$ cat config.mk
export PLATFORM = sky130hd
export DESIGN_NAME = marker_framed_byte_receiver_core_flat
export DESIGN_NICKNAME = d
export VERILOG_FILES = /design/src/mfbr_pkg.sv /design/src/mfbr_ifs.sv /design/src/mfbr_ram.sv /design/src/marker_framed_byte_receiver_core.sv /design/src/flat_wrapper.sv
export SDC_FILE = /design/constraint.sdc
export NUM_CORES = 1
export LEC_CHECK = 0
export ABC_AREA = 1
export BUFFER_PORTS_ARGS = -buffer_cell sky130_fd_sc_hd__buf_2
export CORE_UTILIZATION = 36
export DETAILED_ROUTE_END_ITERATION = 8
export PLACE_DENSITY = 0.54
export SYNTH_ARGS = -nofsm -noshare
export SYNTH_HDL_FRONTEND = slang
export SYNTH_SLANG_ARGS = --single-unit
$ cat constraint.sdc
create_clock -name clk_i -period 6.45 [get_ports clk_i]
set_input_delay 1.935 -clock clk_i [delete_from_list [all_inputs] [get_ports clk_i]]
set_output_delay 1.935 -clock clk_i [all_outputs]
set_load 0.01 [all_outputs]
$ cat src/mfbr_pkg.sv
package mfbr_pkg;

  localparam int unsigned BufferDepth = 32;
  localparam int unsigned IdxW        = $clog2(BufferDepth);
  localparam int unsigned ByteW       = 8;
  localparam int unsigned CfgIdxW     = 4;

  typedef logic [ByteW-1:0]   byte_t;
  typedef logic [IdxW-1:0]    idx_t;
  typedef logic [CfgIdxW-1:0] cfg_idx_t;

  // configuration register indexes
  localparam cfg_idx_t RegStartMarker = cfg_idx_t'(0);
  localparam cfg_idx_t RegEndMarker   = cfg_idx_t'(1);

  localparam byte_t StartMarkerReset = byte_t'(60);  // '<'
  localparam byte_t EndMarkerReset   = byte_t'(62);  // '>'

  localparam idx_t LastSlot = idx_t'(BufferDepth - 1);

endpackage

$ cat src/mfbr_ifs.sv
interface mfbr_rx_if;
  import mfbr_pkg::*;
  logic  valid;
  logic  ready;
  byte_t rx_byte;

  modport source (output valid, output rx_byte, input ready);
  modport sink   (input valid, input rx_byte, output ready);
endinterface

interface mfbr_tx_if;
  import mfbr_pkg::*;
  logic  valid;
  logic  ready;
  byte_t frame_byte;
  logic  is_last;
  logic  frame_empty;

  modport source (output valid, output frame_byte, output is_last, output frame_empty,
                  input ready);
  modport sink   (input valid, input frame_byte, input is_last, input frame_empty,
                  output ready);
endinterface

interface mfbr_cfg_if;
  import mfbr_pkg::*;
  logic     valid;
  logic     ready;
  cfg_idx_t reg_index;
  byte_t    wdata;

  modport source (output valid, output reg_index, output wdata, input ready);
  modport sink   (input valid, input reg_index, input wdata, output ready);
endinterface

$ cat src/mfbr_ram.sv
module mfbr_ram #(
  parameter int unsigned Width = 8,
  parameter int unsigned Depth = 32,
  parameter int unsigned AddrW = $clog2(Depth)
) (
  input  logic             clk_i,
  input  logic             we_i,
  input  logic [AddrW-1:0] waddr_i,
  input  logic [Width-1:0] wdata_i,
  input  logic             re_i,
  input  logic [AddrW-1:0] raddr_i,
  output logic [Width-1:0] rdata_o
);

  logic [Width-1:0] mem_q [Depth];
  logic [Width-1:0] rdata_q;

  always_ff @(posedge clk_i) begin
    if (we_i) begin
      mem_q[waddr_i] <= wdata_i;
    end
    if (re_i) begin
      rdata_q <= mem_q[raddr_i];
    end
  end

  assign rdata_o = rdata_q;

endmodule

$ cat src/marker_framed_byte_receiver_core.sv
// Channel  | Dir | Payload                              | Request taken when
// ---------+-----+--------------------------------------+----------------------------
// rx_i     | in  | rx_byte[7:0]                         | rx_i.valid & rx_i.ready
// tx_o     | out | frame_byte[7:0], is_last, frame_empty | tx_o.valid & tx_o.ready
// cfg_i    | in  | reg_index[3:0], wdata[7:0]           | cfg_i.valid (always ready)
//
// An end marker starts a drain: for each stored payload byte, a RAM read
// (S_READ), then an output load (S_LOAD) held while tx_o stalls; an empty
// frame goes straight to S_LOAD. rx_i is not ready meanwhile.
// Reset (rst_ni, async, active low) closes the frame, clears the write index and
// restores the default markers. The payload RAM is not cleared.
module marker_framed_byte_receiver_core (
  input  logic  clk_i,
  input  logic  rst_ni,
  mfbr_rx_if.sink    rx_i,
  mfbr_tx_if.source  tx_o,
  mfbr_cfg_if.sink   cfg_i
);
  import mfbr_pkg::*;

  typedef enum logic [1:0] {
    S_IDLE,
    S_READ,
    S_LOAD
  } state_e;

  state_e state_q;
  byte_t  start_marker_q, end_marker_q;
  logic   in_frame_q;
  idx_t   widx_q;     // next payload slot
  idx_t   cnt_q;      // payload bytes of the draining frame
  idx_t   rd_idx_q;   // slot being drained
  logic   empty_q;    // draining frame had no payload

  logic   out_valid_q;
  byte_t  out_byte_q;
  logic   out_last_q;
  logic   out_empty_q;

  // shared compare unit: the marker of interest depends on frame state
  byte_t  cmp_marker;
  logic   marker_hit;
  // shared incrementer: write index while receiving, read index while draining
  idx_t   inc_src, inc_res;

  logic   rx_take, out_free, ram_we, ram_re;
  byte_t  ram_rdata;

  assign cmp_marker = in_frame_q ? end_marker_q : start_marker_q;
  assign marker_hit = (rx_i.rx_byte == cmp_marker);

  assign inc_src = (state_q == S_IDLE) ? widx_q : rd_idx_q;
  assign inc_res = inc_src + idx_t'(1);

  assign rx_i.ready = (state_q == S_IDLE);
  assign rx_take    = rx_i.valid && rx_i.ready;
  assign out_free   = !out_valid_q || tx_o.ready;

  // store every in-frame byte that is not the end marker
  assign ram_we = rx_take && in_frame_q && !marker_hit;
  assign ram_re = (state_q == S_READ);

  assign cfg_i.ready = 1'b1;

  mfbr_ram #(
    .Width (ByteW),
    .Depth (BufferDepth)
  ) u_ram (
    .clk_i   (clk_i),
    .we_i    (ram_we),
    .waddr_i (widx_q),
    .wdata_i (rx_i.rx_byte),
    .re_i    (ram_re),
    .raddr_i (rd_idx_q),
    .rdata_o (ram_rdata)
  );

  always_ff @(posedge clk_i or negedge rst_ni) begin
    if (!rst_ni) begin
      state_q        <= S_IDLE;
      start_marker_q <= StartMarkerReset;
      end_marker_q   <= EndMarkerReset;
      in_frame_q     <= 1'b0;
      widx_q         <= '0;
      cnt_q          <= '0;
      rd_idx_q       <= '0;
      empty_q        <= 1'b0;
      out_valid_q    <= 1'b0;
      out_byte_q     <= '0;
      out_last_q     <= 1'b0;
      out_empty_q    <= 1'b0;
    end else begin
      // configuration writes; unknown indexes are dropped
      if (cfg_i.valid) begin
        if (cfg_i.reg_index == RegStartMarker) begin
          start_marker_q <= cfg_i.wdata;
        end else if (cfg_i.reg_index == RegEndMarker) begin
          end_marker_q <= cfg_i.wdata;
        end
      end

      // retire the output request once taken; S_LOAD reloads it on its own
      if (out_valid_q && tx_o.ready && (state_q != S_LOAD)) begin
        out_valid_q <= 1'b0;
      end

      unique case (state_q)
        S_IDLE: begin
          if (rx_take) begin
            if (!in_frame_q) begin
              // drop everything but the start marker
              if (marker_hit) begin
                in_frame_q <= 1'b1;
              end
            end else if (!marker_hit) begin
              // advance, saturating on the last slot
              if (widx_q != LastSlot) begin
                widx_q <= inc_res;
              end
            end else begin
              // end marker: close the frame and start draining
              in_frame_q <= 1'b0;
              widx_q     <= '0;
              cnt_q      <= widx_q;
              rd_idx_q   <= '0;
              empty_q    <= (widx_q == '0);
              state_q    <= (widx_q == '0) ? S_LOAD : S_READ;
            end
          end
        end
        S_READ: begin
          state_q <= S_LOAD;
        end
        S_LOAD: begin
          // hold until the output register frees up
          if (out_free) begin
            out_valid_q <= 1'b1;
            out_empty_q <= empty_q;
            if (empty_q) begin
              out_byte_q <= '0;
              out_last_q <= 1'b1;
              state_q    <= S_IDLE;
            end else begin
              out_byte_q <= ram_rdata;
              out_last_q <= (inc_res == cnt_q);
              rd_idx_q   <= inc_res;
              state_q    <= (inc_res == cnt_q) ? S_IDLE : S_READ;
            end
          end
        end
        default: begin
          state_q <= S_IDLE;
        end
      endcase
    end
  end

  assign tx_o.valid       = out_valid_q;
  assign tx_o.frame_byte  = out_byte_q;
  assign tx_o.is_last     = out_last_q;
  assign tx_o.frame_empty = out_empty_q;

`ifndef NO_ASSERTIONS
  // an empty frame is a single zero result that closes the frame
  a_empty_is_last: assert property (@(posedge clk_i) disable iff (!rst_ni)
    out_valid_q && out_empty_q |-> out_last_q && (out_byte_q == '0))
    else $error("empty frame result not last or not zero");

  // draining never reads past the stored payload
  a_rd_in_range: assert property (@(posedge clk_i) disable iff (!rst_ni)
    (state_q != S_IDLE) && !empty_q |-> (rd_idx_q < cnt_q))
    else $error("drain index past payload count");

  // outside a frame the write index is at zero
  a_idx_cleared: assert property (@(posedge clk_i) disable iff (!rst_ni)
    !in_frame_q |-> (widx_q == '0))
    else $error("write index not cleared outside frame");

  // a stalled output holds the drain sequencer
  a_stall_holds: assert property (@(posedge clk_i) disable iff (!rst_ni)
    (state_q == S_LOAD) && out_valid_q && !tx_o.ready |=>
      (state_q == S_LOAD) && $stable(rd_idx_q))
    else $error("drain advanced under output stall");

  // a frame is not open while its predecessor drains
  a_no_frame_while_drain: assert property (@(posedge clk_i) disable iff (!rst_ni)
    (state_q != S_IDLE) |-> !in_frame_q)
    else $error("frame open during drain");
`endif

endmodule

$ cat src/flat_wrapper.sv
// flat-port wrapper written by rule: the top's interface ports become plain ports
module marker_framed_byte_receiver_core_flat import mfbr_pkg::*;
  (clk_i, rst_ni, rx_i_valid, rx_i_rx_byte, rx_i_ready, tx_o_valid, tx_o_frame_byte, tx_o_is_last, tx_o_frame_empty, tx_o_ready, cfg_i_valid, cfg_i_reg_index, cfg_i_wdata, cfg_i_ready);
  mfbr_rx_if rx_i_i ();
  mfbr_tx_if tx_o_i ();
  mfbr_cfg_if cfg_i_i ();
  input  logic clk_i;
  input  logic rst_ni;
  input wire logic [$bits(rx_i_i.valid)-1:0] rx_i_valid;
  input wire logic [$bits(rx_i_i.rx_byte)-1:0] rx_i_rx_byte;
  output wire logic [$bits(rx_i_i.ready)-1:0] rx_i_ready;
  output wire logic [$bits(tx_o_i.valid)-1:0] tx_o_valid;
  output wire logic [$bits(tx_o_i.frame_byte)-1:0] tx_o_frame_byte;
  output wire logic [$bits(tx_o_i.is_last)-1:0] tx_o_is_last;
  output wire logic [$bits(tx_o_i.frame_empty)-1:0] tx_o_frame_empty;
  input wire logic [$bits(tx_o_i.ready)-1:0] tx_o_ready;
  input wire logic [$bits(cfg_i_i.valid)-1:0] cfg_i_valid;
  input wire logic [$bits(cfg_i_i.reg_index)-1:0] cfg_i_reg_index;
  input wire logic [$bits(cfg_i_i.wdata)-1:0] cfg_i_wdata;
  output wire logic [$bits(cfg_i_i.ready)-1:0] cfg_i_ready;
  assign rx_i_i.valid = rx_i_valid;
  assign rx_i_i.rx_byte = rx_i_rx_byte;
  assign rx_i_ready = rx_i_i.ready;
  assign tx_o_valid = tx_o_i.valid;
  assign tx_o_frame_byte = tx_o_i.frame_byte;
  assign tx_o_is_last = tx_o_i.is_last;
  assign tx_o_frame_empty = tx_o_i.frame_empty;
  assign tx_o_i.ready = tx_o_ready;
  assign cfg_i_i.valid = cfg_i_valid;
  assign cfg_i_i.reg_index = cfg_i_reg_index;
  assign cfg_i_i.wdata = cfg_i_wdata;
  assign cfg_i_ready = cfg_i_i.ready;
  marker_framed_byte_receiver_core u_core (.clk_i(clk_i), .rst_ni(rst_ni), .rx_i(rx_i_i), .tx_o(tx_o_i), .cfg_i(cfg_i_i));
endmodule
# ---- Yosys cells after proc, flatten, opt, wreduce, memory -nomap -nowiden
# Memories as Yosys holds them, arrays and structs flattened. A register that Yosys moved wholly into a read port is not among the register bits.
# Index checks and enable logic that the tools add are counted.
dict set report op_classes {
  n_mux 28
  add_sub_neg 1
  eq_ne 12
  bitwise 1
  n_reduce_logical 21
}
# operator n
set ops {}
lappend ops {{$mux 5} 8}
lappend ops {{$mux 8} 2}
lappend ops {{$mux 2} 6}
lappend ops {{$reduce_and 4->1} 3}
lappend ops {{$mux 1} 10}
lappend ops {{$ne 2x2->1 const B} 5}
lappend ops {{$pmux 5 s2} 1}
lappend ops {{$eq 8x8->1} 1}
lappend ops {{$pmux 2 s3} 1}
lappend ops {{$reduce_and 2->1} 3}
lappend ops {{$reduce_and 6->1} 1}
lappend ops {{$add 5x1->5 const B} 1}
lappend ops {{$eq 5x5->1} 1}
lappend ops {{$logic_and 1x1->1} 5}
lappend ops {{$logic_not 5->1} 1}
lappend ops {{$ne 5x5->1 const B} 1}
lappend ops {{$eq 4x1->1 const B} 1}
lappend ops {{$logic_not 4->1} 1}
lappend ops {{$reduce_bool 2->1} 2}
lappend ops {{$reduce_and 3->1} 1}
lappend ops {{$eq 2x1->1 const B} 1}
lappend ops {{$eq 2x2->1 const B} 1}
lappend ops {{$logic_not 1->1} 2}
lappend ops {{$logic_not 2->1} 1}
lappend ops {{3 further kinds} 3}
dict set report word_totals {
  elab_cells 76
  ff_bits 46
  mem_bits_rw 256
  inputBits 25
  n_memories 1
  output_inout_bits 13
}
# name depth word_bits read_ports rd_ports_with_merged_regs write_ports line_no
set mem_list {}
lappend mem_list {u_core.u_ram.mem_q 32 8 1 1 1 mfbr_ram.sv:15} ;# logic [Width-1:0] mem_q [Depth];

# ---- Depth between registers and ports, before layout
# Gate-level depths: netlist (run 1).
dict set report depth {
  ltp_word 8
  ltp_mapped 14
  ltp_nobuf 14
}

# ---- Cells and area by module
# From an unflattened synthesis (run 1), not the netlist that was laid out.
dict set report hier_totals {
  cells_unflattened 1218
  hier_area_um2 13259.0
}
# module area_per_inst_um2 cells_each instances seq_area_each_um2
set by_module_without_submodules {}
lappend by_module_without_submodules {mfbr_ram 10866.7 922 1 7927.6}
lappend by_module_without_submodules {marker_framed_byte_receiver_core 2392.3 296 1 1162.4}

# ---- Worst setup path after synthesis (run 1)
# No wires, ideal clock.
dict set report synth_timing {
  path_kind {input-to-reg}
  startpoint {input port rx_i_valid}
  endpoint {memory u_core.u_ram.mem_q[12][0], enable pin}
  slack_ps 2960
  required_time_ps 6080
  path_buffers 1
  path_stages 9
  setup_ps 370
  arrival_time_ps 3120
  cell_sequence {inv_1 > nor2_1 > inv_1 > nor2_1 > inv_1 > nor2_4 > buf_6 > nand3_2 > nor2_1}
}
dict set report synth_between {
  elab_chain_len 5
}
# element line_no
set synth_rtl {}
lappend synth_rtl {{start: declaration} flat_wrapper.sv:9} ;# input wire logic [$bits(rx_i_i.valid)-1:0] rx_i_valid;
lappend synth_rtl {{$logic_and 1x1->1} marker_framed_byte_receiver_core.sv:56} ;# assign rx_take = rx_i.valid && rx_i.ready;
lappend synth_rtl {{$logic_and 1x1->1 (2 in a row)} marker_framed_byte_receiver_core.sv:60} ;# assign ram_we = rx_take && in_frame_q && !marker_hit;
lappend synth_rtl {{$mux 1} mfbr_ram.sv:19} ;# if (we_i) begin
lappend synth_rtl {{$mux 1 (not written as such)} mfbr_ram.sv:20} ;# mem_q[waddr_i] <= wdata_i;
lappend synth_rtl {{end: declaration} mfbr_ram.sv:15}
# No other way between the ends.

# ---- Worst setup path after layout (run 1)
dict set report layout_timing {
  startpoint {input port rx_i_rx_byte[5]}
  endpoint {memory u_core.u_ram.mem_q[26][2], enable pin}
}
dict set report layout_between {
  elab_chain_len 5
}
# element line_no
set layout_rtl {}
lappend layout_rtl {{start: declaration} flat_wrapper.sv:10} ;# input wire logic [$bits(rx_i_i.rx_byte)-1:0] rx_i_rx_byte;
lappend layout_rtl {{$eq 8x8->1} marker_framed_byte_receiver_core.sv:50} ;# assign marker_hit = (rx_i.rx_byte == cmp_marker);
lappend layout_rtl {{$logic_not 1->1} marker_framed_byte_receiver_core.sv:60}
lappend layout_rtl {{$logic_and 1x1->1} marker_framed_byte_receiver_core.sv:60}
lappend layout_rtl {{$mux 1} mfbr_ram.sv:19}
lappend layout_rtl {{$mux 1 (not written as such)} mfbr_ram.sv:20}
# No other way between the ends.

==> impl_metrics.tcl, run 1 <==
set metrics [dict create \
    first_global_vias 8370 \
    synth_top_cell_by_area "edfxtp_1" \
    arrival_ns 4.41 \
    grtUsageTotal_pct 19.5 \
    drive_gt1_share_pct 10.9 \
    crit_family "simple AND/OR/NAND/NOR gates" \
    swShare_pct 26.9 \
    post_cts_buffers 0 \
    clock-root-buffer "clkbuf_16" \
    avgRoutedWirePerCell_microns 22.2 \
    drtPass1Iterations 5 \
    layout_common_cells "264 x edfxtp_1, 196 x nor2_1, 156 x o21ai_0" \
    start_util_pct 36.7 \
    vias 8473 \
    syn_area_per_cell_sq_um 12.0 \
    ioPinCount 38 \
    setup_tns_ns 0 \
    synth-seq-cells 310 \
    fin_nets 1107 \
    p_seq_share_pct 49.4 \
    drv_slew 0 \
    synth_mux_area_share_pct 0 \
    hold_path.class "reg -> reg" \
    slew_headroom_pct 29.0 \
    power_mw 4.87 \
    final.fill_count 3246 \
    finalSetupViolCount 0 \
    crit_path_frequent_cell "nand4_1" \
    timing.final.crit_share_pct 66.2 \
    outcome "finished, final reports clean" \
    path_class "in -> reg" \
    layout_commonest_cell "edfxtp_1" \
    crit_path_start_kind "input port" \
    synthAdderAreaFrac_pct 0.0985 \
    hold_violations 0 \
    postCtsHoldBufs 0 \
    ys_top_cells_by_area "edfxtp_1 62%, dfrtp_1 7.3%, o21ai_0 6.1%" \
    leakage_nw 5.00 \
    die_h_microns 190 \
    clk_pin_slew_ns 0.05 \
    cts.path.max_buffers 3 \
    multi_input_area_sq_um 3150 \
    synth_top_family_by_area "compound AO/OA/AOI/OAI gates" \
    synthCells 1058 \
    seq_area_sq_um 9090 \
    crit_path_start "rx_i_rx_byte[5]" \
    instances_no_fill 1559 \
    gr-total-overflow 0 \
    fmax_ghz 0.234 \
    switching_power_mw 1.31 \
    cp_max_fo 34 \
    r2r-start "u_core.rd_idx_q[0]$_DFFE_PN0P_" \
    synth_warnings 0 \
    antenna_found_initial 0 \
    core.rowCount 68 \
    place_congestion 0.856 \
    dp_slack_ns 1.64 \
    slowest_stage "buf_2" \
    slowest_delay_ns 0.61 \
    synth_fp_nets 1084 \
    yosysTopAreaCellShare_pct 62.4 \
    hp-start "u_core.u_ram.rdata_o[6]$_DFFE_PN_" \
    dp_hpwl_microns 21300 \
    die_x_microns 190 \
    synth_compound_area_share_pct 12.4 \
    final.min_clock_period_ns 4.27 \
    worst_pin_slew_ns 1.06 \
    yosysSeqAreaShare_pct 71.6 \
    power.density_nw_per_um2 340 \
    cts_resized 0 \
    io_buffer_count 36 \
    syn_area_sq_um 12700 \
    p_comb_share_pct 12.6 \
    clock_sinks 310 \
    drt_wl_total_microns 34600 \
    drc 0 \
    clock_skew_ns 0.00946 \
    placed_cells 1499 \
    grt_pass1_wl_microns 51800 \
    required_ns 6.59 \
    p_int_mw 3.56 \
    cp-end-kind "register" \
    via_per_inst 5.43 \
    cts_tree "built" \
    diodes 0 \
    rsz0062_at_grt "no" \
    setup_slack_ns 2.18 \
    path_cells "buf_2 -> nand3_1 -> nand4_1 -> nor2_2 -> nand2_2 -> inv_2 -> nor2_4 -> nand4_1 -> nor2_1" \
    numCtsBuffers 35 \
    vdd_drop_max_mv 0.158 \
    core_area_sq_um 34600 \
    yosys.area_share.simple_pct 11.8 \
    yosys.area_share.xor_xnor_pct 0.483 \
    drtAntennaViolNets 0 \
    yosys.cell_types.count 36 \
    areaGrowthSynthToFinish_pct 12.7 \
    cts-htree-levels 2 \
    cp.buffers_inverters 2 \
    pwr-share-clk_pct 38.0 \
    dieArea_sq_um 36000 \
    drtIter0Drc 863 \
    max_cap_viol_count 0 \
    grt_max_degree 99 \
    clk_latency_ns 0.51 \
]
-- worst reg2reg max path: cells and delay by family, from the launching register on --
| family | cells | cell delay [ns] |
|---|---|---|
| buf+inv | 2 | 1.33 |
| simple gates | 2 | 0.25 |
| compound gates | 4 | 0.90 |
| flops | 1 | 0.64 |
-- worst paths after layout --
check                                                        endpoint  slack (ns)  depth (start not counted)
worst max register to register      u_core.u_ram.rdata_o[0]$_DFFE_PN_        3.10                          8
worst min register to register  u_core.tx_o.frame_byte[6]$_DFFE_PN0P_        0.46                          1
worst max-delay path              u_core.u_ram.mem_q[26][2]$_DFFE_PP_        2.18                          9
min in group asynchronous          u_core.end_marker_q[6]$_DFFE_PN0P_        1.60                          1
worst min-delay path            u_core.tx_o.frame_byte[6]$_DFFE_PN0P_        0.46                          1
max in group asynchronous              u_core.rd_idx_q[0]$_DFFE_PN0P_        4.06                          1
-- metrics by stage --
step | util [%] | hold WS, ns | area (sq um)
after floorplan | - | 0.443 | 12700
after global placement | 38.3 | 0.447 | 13300
after detailed placement | 38.3 | 0.452 | 13300
after CTS | 41.3 | 0.466 | 14300
after global routing | 41.3 | 0.488 | 14300
final | 41.3 | 0.462 | 14300
-- cells by family after synthesis --
family | count (synthesis)
AO/OA/AOI/OAI | 263
XOR/XNOR | 7
adder cells (fa/ha/maj) | 1
buffers and inverters | 108
flip-flops | 310
other | 1
AND/OR/NAND/NOR | 368
-- state kept, by name, summed over array words and instances (netlist names), 2 cells and up --
name and count:
u_core.cnt_q 5, u_core.end_marker_q 8, u_core.u_ram.mem_q 256, u_core.start_marker_q 8
u_core.widx_q 5, u_core.u_ram.rdata_o 8, u_core.tx_o.frame_byte 8, u_core.state_q 2
u_core.rd_idx_q 5
-- Yosys cell counts --
cell type / instances
edfxtp_1: 264
nor2_1: 196
o21ai_0: 156
nand2_1: 117
o221ai_1: 52
clkbuf_1: 44
dfrtp_1: 37
inv_1: 37
nand3_1: 37
o22ai_1: 13
o21ai_1: 12
a21oi_1: 11
buf_2: 9
dfstp_2: 9
a22o_1: 8
a31oi_1: 8
xnor2_1: 7
inv_2: 5
buf_1: 4
buf_6: 4
nand3_2: 4
nand4_1: 4
clkinv_1: 3
buf_4: 2
nand2_2: 2
nand3b_1: 2
nor2_2: 2
and2_1: 1
conb_1: 1
ha_1: 1
nand3b_2: 1
nor2_4: 1
o211ai_1: 1
o21a_1: 1
o21bai_1: 1
or2_2: 1
-- per-layer routing --
metal / GRT usage, % / share of wire [%]
met1: 26.3 / 44
met2: 32.1 / 48
met3: 2.53 / 5.4
met4: 7.32 / 3.1
met5: 0 / 0
-- power groups by stage --
stage / logic (mW) / clock network (mW) / registers [mW]
after floorplan: 0.389 / 0 / 2.40
after global placement: 0.615 / 0 / 2.45
after detailed placement: 0.614 / 0 / 2.44
after CTS: 0.616 / 1.88 / 2.40
after global routing: 0.671 / 1.95 / 2.42
final: 0.616 / 1.85 / 2.41
-- final cells by class --
| cell class | count | share of cell area (%) |
|---|---|---|
| flip-flops and latches | 310 | 63.5 |
| multi-input cells | 640 | 22.0 |
| clock buffers | 48 | 6.76 |
| well taps | 455 | 3.98 |
| repair buffers | 49 | 1.94 |
| inverters | 45 | 1.19 |
| clock inverters | 12 | 0.559 |
(Power assumes the default switching activity.)
==> run 2, diff against run 1 <==
clock period = 4.2 ns   (was 6.45 ns; I/O delays follow)
==> impl_metrics.tcl, run 2 (synthesis gave the netlist of run 1 again) <==
set metrics [dict create \
    grt_use_met2_pct 32.4 \
    fin_nets 1117 \
    core.rowCount 68 \
    layout_commonest_cell "edfxtp_1" \
    hold_path.class "reg -> reg" \
    finalSetupViolCount 0 \
    grtUsageTotal_pct 20.2 \
    grt_pass1_wl_microns 53400 \
    leakage_nw 5.06 \
    postCtsHoldBufs 0 \
    dp_slack_ns 0.574 \
    numCtsBuffers 35 \
    use_met3_pct 3.28 \
    die_h_microns 190 \
    largest_register "u_core.u_ram.mem_q" \
    gr-total-overflow 0 \
    cts_tree "built" \
    drc 0 \
    drive_gt1_share_pct 12.3 \
    setup_slack_ns 1.08 \
    drtPass1Iterations 6 \
    grt_max_degree 81 \
    vias 8601 \
    avgRoutedWirePerCell_microns 22.9 \
    power.density_nw_per_um2 524 \
    final_cell_area_sq_um 14400 \
    first_global_vias 8386 \
    arrival_ns 3.26 \
    path_class "in -> reg" \
    rsz0062_at_grt "no" \
    max_cap_viol_count 0 \
    die_x_microns 190 \
    cts_resized 0 \
    cts.path.max_buffers 3 \
    clk_latency_ns 0.53 \
    outcome "finished, final reports clean" \
    layout_common_cells "264 x edfxtp_1, 196 x nor2_1, 156 x o21ai_0" \
    largest_reg_flops 256 \
    vdd_drop_max_mv 0.244 \
    drt_wl_total_microns 36100 \
    worst_pin_slew_ns 0.938 \
    busiest_layer "met2" \
    core_area_sq_um 34600 \
    final.min_clock_period_ns 3.12 \
    cts-htree-levels 2 \
    required_ns 4.34 \
    slew_headroom_pct 37.5 \
    start_util_pct 36.7 \
    io_buffer_count 36 \
    drtIter0Drc 856 \
    dp_hpwl_microns 22700 \
    drv_slew 0 \
    place_area_sq_um 13300 \
    clk_pin_slew_ns 0.06 \
    use_met1_pct 27.4 \
    setup_tns_ns 0 \
    post_cts_buffers 0 \
    diodes 0 \
    crit_path_start_kind "input port" \
    whs_ns 0.464 \
    place_congestion 0.881 \
    ioPinCount 38 \
    via_per_inst 5.47 \
    timing.final.crit_share_pct 74.2 \
    clock_skew_ns 0.0225 \
    areaGrowthSynthToFinish_pct 13.6 \
    clock-root-buffer "clkbuf_16" \
    fmax_ghz 0.321 \
    cp-end-kind "register" \
    clock_sinks 310 \
    drtAntennaViolNets 0 \
    cp_max_fo 11 \
    antenna_found_initial 0 \
    dieArea_sq_um 36000 \
    hold_violations 0 \
]
==> run 2: stage by stage <==
stage | power (mW) | util, % | instances
after floorplan | 4.29 | - | 1058
after global placement | 4.74 | 38.5 | 1509
after detailed placement | 4.73 | 38.5 | 1509
after CTS | 7.61 | 41.7 | 1573
after global routing | 7.81 | 41.7 | 1573
final | 7.56 | 41.7 | 1573
==> run 2: power by group <==
group | switching (mW) | internal (mW)
Combinational | 0.733 | 0.244
Clock | 1.25 | 1.64
Sequential | 0.128 | 3.57
==> run 2: routing by layer <==
layer / part of all wire [%] / wire [microns]
met5: 0 / 0
met4: 3.3 / 1190
met3: 6.9 / 2480
met2: 47 / 16900
met1: 43 / 15500
==> run 2: final cells by class <==
cell class / instances / area [sq um]
Tap cell: 455 / 569
Clock buffer: 46 / 968
Multi-Input combinational cell: 640 / 3150
Clock inverter: 18 / 116
Inverter: 45 / 170
Sequential cell: 310 / 9090
Fill cell: 3294 / 20200
Timing Repair Buffer: 59 / 353
==> run 2: path summary, 6_finish.rpt <==
path,startpoint,to,slack [ns],cells past startpoint
worst max-delay path,rx_i_rx_byte[7],u_core.u_ram.mem_q[27][4]$_DFFE_PP_,1.08,9
worst min-delay path,u_core.u_ram.rdata_o[2]$_DFFE_PN_,u_core.tx_o.frame_byte[2]$_DFFE_PN0P_,0.46,1
worst max register to register,u_core.in_frame_q$_DFFE_PN0P_,u_core.u_ram.mem_q[27][4]$_DFFE_PP_,1.16,11
worst min register to register,u_core.u_ram.rdata_o[2]$_DFFE_PN_,u_core.tx_o.frame_byte[2]$_DFFE_PN0P_,0.46,1
max in group asynchronous,rst_ni,u_core.tx_o.frame_byte[0]$_DFFE_PN0P_,2.64,2
min in group asynchronous,rst_ni,u_core.rd_idx_q[4]$_DFFE_PN0P_,0.85,1
==> run 2: critical path, cell delays in order <==
cell,delay [ns]
buf_2,0.27
o211ai_1,0.15
nand4_1,0.11
nor2_2,0.06
nand2_2,0.08
inv_2,0.06
nor2_4,0.36
nand4_1,0.32
nor2_1,0.59
